**src/rtl/core/drs_pkg.sv**
```systemverilog
// shared constants and command codes for the degree rank sorter
package drs_pkg;

    localparam int DEF_MAX_NODES   = 1024;
    localparam int DEF_DEGREE_BITS = 32;

    localparam int CMD_W    = 2;
    localparam int DEG_IN_W = 32;
    localparam int NODE_W   = 10;
    localparam int RANK_W   = 10;

    localparam int S_DATA_W = 48;
    localparam int M_DATA_W = 16;

    localparam logic [CMD_W-1:0] CMD_CLEAR = 2'd0;
    localparam logic [CMD_W-1:0] CMD_LOAD  = 2'd1;
    localparam logic [CMD_W-1:0] CMD_READ  = 2'd2;

endpackage

```
**src/rtl/core/drs_cell.sv**
```systemverilog
// one cell of the rank chain: stored degree, compare against the key, pass the count on
module drs_cell #(
    parameter int MAX_NODES   = drs_pkg::DEF_MAX_NODES,
    parameter int DEGREE_BITS = drs_pkg::DEF_DEGREE_BITS,
    parameter int INDEX       = 0
) (
    input  logic                             aclk,
    input  logic                             aresetn,
    input  logic                             load_en,
    input  logic [DEGREE_BITS-1:0]           load_degree,
    input  logic [$clog2(MAX_NODES+1)-1:0]   loaded_count,
    input  logic [DEGREE_BITS-1:0]           key_degree,
    input  logic [$clog2(MAX_NODES)-1:0]     key_node,
    input  logic                             descending,
    input  logic                             tok_valid_in,
    input  logic [$clog2(MAX_NODES+1)-1:0]   tok_count_in,
    output logic                             tok_valid_out,
    output logic [$clog2(MAX_NODES+1)-1:0]   tok_count_out
);

    localparam int CW = $clog2(MAX_NODES + 1);
    localparam int AW = $clog2(MAX_NODES);

    logic [DEGREE_BITS-1:0] degree_reg;
    logic                   tok_valid_reg;
    logic [CW-1:0]          tok_count_reg;
    logic                   occupied;
    logic                   sorts_ahead;
    logic                   inc;

    assign occupied = CW'(INDEX) < loaded_count;

    always_comb begin
        if (degree_reg == key_degree) begin
            sorts_ahead = AW'(INDEX) < key_node;
        end else if (descending) begin
            sorts_ahead = degree_reg > key_degree;
        end else begin
            sorts_ahead = degree_reg < key_degree;
        end
        inc = occupied && sorts_ahead;
    end

    always_ff @(posedge aclk) begin
        if (load_en && (loaded_count == CW'(INDEX))) begin
            degree_reg <= load_degree;
        end
        tok_count_reg <= tok_count_in + CW'(inc);
    end

    always_ff @(posedge aclk) begin
        if (!aresetn) begin
            tok_valid_reg <= 1'b0;
        end else begin
            tok_valid_reg <= tok_valid_in;
        end
    end

    assign tok_valid_out = tok_valid_reg;
    assign tok_count_out = tok_count_reg;

endmodule

```
**config.mk**
```make
export PLATFORM = sky130hd
export DESIGN_NAME = drs_cell
export DESIGN_NICKNAME = d
export VERILOG_FILES = /design/src/rtl/core/drs_pkg.sv /design/src/rtl/core/drs_cell.sv
export SDC_FILE = /design/constraint.sdc
export NUM_CORES = 1
export LEC_CHECK = 0
export BUFFER_PORTS_ARGS = -buffer_cell sky130_fd_sc_hd__buf_2
export CAP_MARGIN = 20
export CELL_PAD_IN_SITES_DETAIL_PLACEMENT = 0
export CELL_PAD_IN_SITES_GLOBAL_PLACEMENT = 2
export CORE_ASPECT_RATIO = 0.6
export CORE_MARGIN = 2
export CORE_UTILIZATION = 29
export DETAILED_ROUTE_END_ITERATION = 10
export PLACE_DENSITY_LB_ADDON = 0.1
export SETUP_SLACK_MARGIN = 0.5
export SKIP_LAST_GASP = 1
export SYNTH_ARGS = -nofsm -noshare
export SYNTH_HDL_FRONTEND = slang
export SYNTH_SLANG_ARGS = --single-unit
```
**constraint.sdc**
```tcl
create_clock -name aclk -period 5.6 [get_ports aclk]
set_input_delay 0.56 -clock aclk [delete_from_list [all_inputs] [get_ports aclk]]
set_output_delay 0.56 -clock aclk [all_outputs]
set_load 0.03 [all_outputs]
```
==> results.json, run 1 <==
{
  "min_period_over_period_pct": 56.5,
  "cellPowerDensity_nw_per_um2": 233,
  "grt_pass1_vias": 1774,
  "cp_max_fo": 5,
  "ys_seq_area_share_pct": 52.5,
  "path_common_cell": "ha_1",
  "ios": 113,
  "slowest_stage": "nor4b_1",
  "die_x_um": 119,
  "fp.dieH_um": 72.8,
  "finish.net_count": 448,
  "grt_start_max_net_pins": 22,
  "cellLeakagePower_nw": 1.52,
  "port_buffers": 112,
  "grt_overflow": 0,
  "cts_tree": "done",
  "synth_top_area_cell": "edfxtp_1",
  "htreeDepth": 2,
  "design_area_um2": 3130,
  "finalHoldViolCount": 0,
  "clkLatencyLatePin_ps": 280,
  "dp_cells": 414,
  "num_rows": 25,
  "ys_types": 32,
  "antenna_left": 0,
  "outcome": "complete, no violations",
  "drt-initial-drc-count": 57,
  "cp.arrival_ps": 3330,
  "largest_reg_flops": 32,
  "layout.cells.non_filler": 422,
  "crit_family": "adder cells",
  "antenna_found_initial": 0,
  "pre_cts_ws_ps": 2040,
  "gp_congestion": 0.721,
  "postSynthCellCount": 193,
  "final_max_slew_viol_count": 0,
  "coreArea_um2": 7760,
  "hold_slack_ps": 449,
  "routed_wl_um": 5210,
  "netlist_top_cells_area": "edfxtp_1, ha_1, dfxtp_1, inv_1, xnor2_1",
  "clkSinkCount": 44,
  "cts_made_buffers": 5,
  "area_delta_synth_final_pct": 36.7,
  "cts-root-buf": "clkbuf_16",
  "required_ps": 5770,
  "wire_per_inst_um": 12.3,
  "power_uw": 730,
  "fmax_mhz": 316,
  "postCtsHoldBufs": 0,
  "syn_area_um2": 2290,
  "drv_cap": 0,
  "cp_slowest_stage_delay_ps": 380,
  "synth_area_per_cell_um2": 11.9,
  "path_cells": "buf_2 -> inv_1 -> ha_1 -> and4_1 -> nor4b_1 -> nand2_1 -> o21ba_1 -> a221o_1 -> a211oi_1 -> ha_1 -> ha_1 -> nand4_1 -> xnor2_1",
  "rsz0062_at_grt": "no",
  "vias": 1791,
  "dpl_cell_area_um2": 2990,
  "drive_gt1_share_pct": 38.5,
  "drtPass1Iterations": 4,
  "setup_tns_ps": 0,
  "postLayoutCoreUtil_pct": 40.3,
  "viasPerCell": 4.24,
  "fin_crit_ps": 3160,
  "startpoint_type": "primary input",
  "clk_pin_slew_ps": 60,
  "post_cts_resized": 0,
  "ys_ff_latch": 44,
  "synth_top_area_share_pct": 42.0,
  "post-cts-setup-buffers": 0,
  "worst_slew_pin_slew_ps": 571,
  "cp-end-kind": "flip-flop",
  "die_area_um2": 8640,
  "peakVddDrop_mv": 0.0925,
  "skew_ps": 4.27,
  "yosysWarnings": 0,
  "dp_hpwl_um": 4430,
  "worst_slack_ps": 2440,
  "drcViolationCount": 0,
  "grt_pass1_wl_um": 8490,
  "critPathKind": "in2reg",
  "syn_nets": 328,
  "hp-class": "in2reg",
  "cts_buffer_depth": 2,
  "slew_headroom_pct": 61.9,
  "crit_buf_inv": 2,
  "setup_viol": 0,
  "start_util_pct": 29.5,
  "grt_usage_pct": 12.9,
  "antenna_cells": 0
}
==> worst register-to-register path: cells and delay by family (launching register included) <==
family	cells	cell delay, ps
XOR/XNOR	1	140
adder cells (fa/ha/maj)	3	930
AND/OR/NAND/NOR	4	890
flip-flops	1	360
AO/OA/AOI/OAI	3	720
==> power breakdown <==
part,switching (mW),internal [mW],total [mW]
logic,0.0490,0.0467,0.0957
registers,0.00147,0.356,0.357
clock network,0.111,0.166,0.277
==> synthesized netlist by cell type <==
master / instances
a21oi_2: 1
and4_1: 1
nand2_1: 10
or4_1: 2
a21oi_1: 11
nand4_2: 1
a2111oi_0: 2
a221o_1: 2
nand3_1: 7
a21boi_0: 1
nor3b_1: 1
o21ba_1: 1
nor4_4: 1
and3_1: 2
o21ai_0: 3
nor4b_1: 1
and2_1: 3
edfxtp_1: 32
o21ai_1: 1
ha_1: 34
a211oi_1: 1
nand4_1: 9
or3_1: 1
xor2_1: 1
a221oi_1: 1
dfxtp_1: 12
nor4_1: 4
a211o_1: 1
xnor2_1: 8
inv_1: 33
nor2_1: 2
a21o_1: 3
==> per-layer routing <==
layer	track usage [%]	vias up	part of all wire, %
met5	0	-	0
met4	4.37	0	1.2
met3	4.38	7	7.3
met2	16.9	61	38
met1	19.5	775	53
li1	-	948	-
==> layout make-up <==
type | instances | area [µm²]
repair buffers | 113 | 568
multi-input cells | 116 | 963
clock buffers | 8 | 136
well taps | 108 | 135
flip-flops and latches | 44 | 1200
fillers | 809 | 4630
inverters | 33 | 124
==> layout by cell type (no fill, tap or decap), types with 2 or more instances in the layout <==
cell type / Yosys / final
a2111oi_0: 2 / 2
a21o_1: 3 / 3
a21oi_1: 11 / 11
a221o_1: 2 / 2
and2_1: 3 / 3
and3_1: 2 / 2
buf_2: 0 / 112
clkbuf_1: 0 / 3
clkbuf_16: 0 / 5
dfxtp_1: 12 / 12
edfxtp_1: 32 / 32
ha_1: 34 / 34
inv_1: 33 / 33
nand2_1: 10 / 10
nand3_1: 7 / 7
nand4_1: 9 / 9
nor2_1: 2 / 2
nor4_1: 4 / 4
o21ai_0: 3 / 3
or4_1: 2 / 2
xnor2_1: 8 / 8
==> final timing paths <==
path                                 startpoint                 to  slack [ps]  cells after the start
worst max-delay path             key_degree[10]  tok_count_out[10]        2440                     13
worst max register to register   degree_reg[10]  tok_count_out[10]        2450                     11
worst min-delay path            load_degree[27]     degree_reg[27]         450                      1
worst min register to register   degree_reg[15]   tok_count_out[0]        1050                      5
==> kinds of logic after synthesis <==
| family | after synthesis | share of synthesized area [%] |
|---|---|---|
| AOI/OAI and AO/OA | 28 | 8.15 |
| DFF | 44 | 52.5 |
| xor gates and xnor gates | 9 | 3.44 |
| buffers and inverters | 33 | 5.41 |
| and+or+nand+nor | 45 | 11.9 |
| adders and majority gates | 34 | 18.6 |
(Power assumes the default switching activity.)
==> run 2: changes to the inputs <==
Settings changed: CORE_UTILIZATION 29 to 27.
Clock period 5.6 ns to 3.3 ns, I/O delays scaled along.
==> run 2 against run 1 <==
  * Utilization grew 0.44 points
  * Sequential share of layout area shrank 1.7 points
  * Routed wire length grew 5.6%
  * Largest cell class unchanged
==> results.json, run 2 (synthesis gave the netlist of run 1 again) <==
{
  "outcome": "complete, no violations",
  "final_cell_mix": "buf_2, inv_1, edfxtp_1",
  "antenna_cells": 0,
  "area_delta_synth_final_pct": 43.2,
  "slew_headroom_pct": 59.7,
  "wire_per_inst_um": 12.8,
  "cellPowerDensity_nw_per_um2": 388,
  "fillers": 802,
  "worst_slack_ps": 351,
  "required_ps": 3470,
  "drtPass1Iterations": 4,
  "postLayoutCoreUtil_pct": 40.8,
  "skew_ps": 5.26,
  "drive_gt1_share_pct": 43.3,
  "cp.arrival_ps": 3120,
  "postCtsHoldBufs": 0,
  "ios": 113,
  "drv_cap": 0,
  "cp-end-kind": "flip-flop",
  "cp_max_fo": 5,
  "startpoint_type": "flip-flop",
  "dp_cells": 415,
  "drcViolationCount": 0,
  "cp_slowest_stage_delay_ps": 380,
  "setup_viol": 0,
  "clkLatencyLatePin_ps": 280,
  "final_max_slew_viol_count": 0,
  "die_x_um": 123,
  "port_buffers": 112,
  "antenna_left": 0,
  "routed_wl_um": 5500,
  "num_rows": 25,
  "largest_reg_flops": 32,
  "cts_buffer_depth": 2,
  "grt_overflow": 0,
  "rsz0062_at_grt": "yes",
  "min_period_over_period_pct": 89.4,
  "start_util_pct": 28.5,
  "antenna_found_initial": 1,
  "clkSinkCount": 44,
  "final_common_cell": "buf_2",
  "slowest_stage": "edfxtp_1",
  "grt_pass1_wl_um": 8220,
  "vias": 1825,
  "cellLeakagePower_nw": 1.57,
  "die_area_um2": 9250,
  "hp-class": "in2reg",
  "peakVddDrop_mv": 0.196,
  "finish.net_count": 457,
  "path_cells": "ha_1 -> nand4_1 -> buf_4 -> nor2_1 -> a221o_1 -> or3_4 -> a221o_1 -> a211oi_2 -> ha_2 -> ha_4 -> nand4_1 -> xnor2_1",
  "grt_start_max_net_pins": 23,
  "setup_tns_ps": 0,
  "drt-initial-drc-count": 42,
  "cts_tree": "done",
  "pre_cts_ws_ps": 95.9,
  "cts-root-buf": "clkbuf_16",
  "viasPerCell": 4.23,
  "htreeDepth": 2,
  "dpl_cell_area_um2": 3020,
  "finalHoldViolCount": 0,
  "grt_usage_pct": 11.9,
  "critPathKind": "reg2reg",
  "grt_pass1_vias": 1739,
  "design_area_um2": 3280,
  "power_mw": 1.27,
  "multi_input_area_um2": 1020,
  "worst_slew_pin_slew_ps": 605,
  "clk_pin_slew_ps": 60,
  "dp_hpwl_um": 4550,
  "fmax_mhz": 339,
  "fin_crit_ps": 2950,
  "layout.cells.non_filler": 431,
  "hold_slack_ps": 223,
  "cts_made_buffers": 5,
  "coreArea_um2": 8040,
  "gp_congestion": 0.702,
  "ff_latch_area_um2": 1200,
  "fp.dieH_um": 75.3
}
[run 2: timing repair]
action                     in CTS  in global routing
pin swaps                      12                 11
setup endpoints to repair      10                 10
resized for setup               5                  5
setup buffers                   5                  3
[run 2: path summary, 6_finish.rpt]
check	endpoint	slack, ps	startpoint	depth (start not counted)
setup / recovery	tok_count_out[10]	350	degree_reg[26]	12
hold / removal	degree_reg[29]	220	load_degree[29]	1
setup reg to reg	tok_count_out[10]	350	degree_reg[26]	12
hold reg to reg	tok_count_out[0]	1050	degree_reg[15]	5
[run 2: layout make-up]
cell class | instances | area share, %
Inverter | 33 | 3.78
Sequential cell | 44 | 36.7
Multi-Input combinational cell | 116 | 31.2
Tap cell | 108 | 4.12
Timing Repair Buffer | 122 | 19.8
Clock buffer | 8 | 4.47
[run 2: power breakdown]
part	total, mW	leakage, nW	internal [mW]	switching [mW]
logic	0.174	1.11	0.0870	0.0872
clock network	0.492	0.0712	0.302	0.190
registers	0.606	0.389	0.603	0.00234
[run 2: critical path: cells and delay by family (launching register included)]
family / cells / cell delay (ps)
AO/OA/AOI/OAI: 3 / 820
flip-flops: 1 / 380
buffers and inverters: 1 / 140
adder cells (fa/ha/maj): 3 / 710
AND/OR/NAND/NOR: 4 / 650
XOR/XNOR: 1 / 140
[run 2: routing by layer]
layer / vias to the layer above / track usage (%) / routed length [µm] / share of wire [%]
li1: 964 / - / - / -
met1: 787 / 17.6 / 2850 / 52
met2: 70 / 16.1 / 2100 / 38
met3: 4 / 4.57 / 509 / 9.2
met4: 0 / 3.07 / 36 / 0.65
met5: - / 0 / 0 / 0
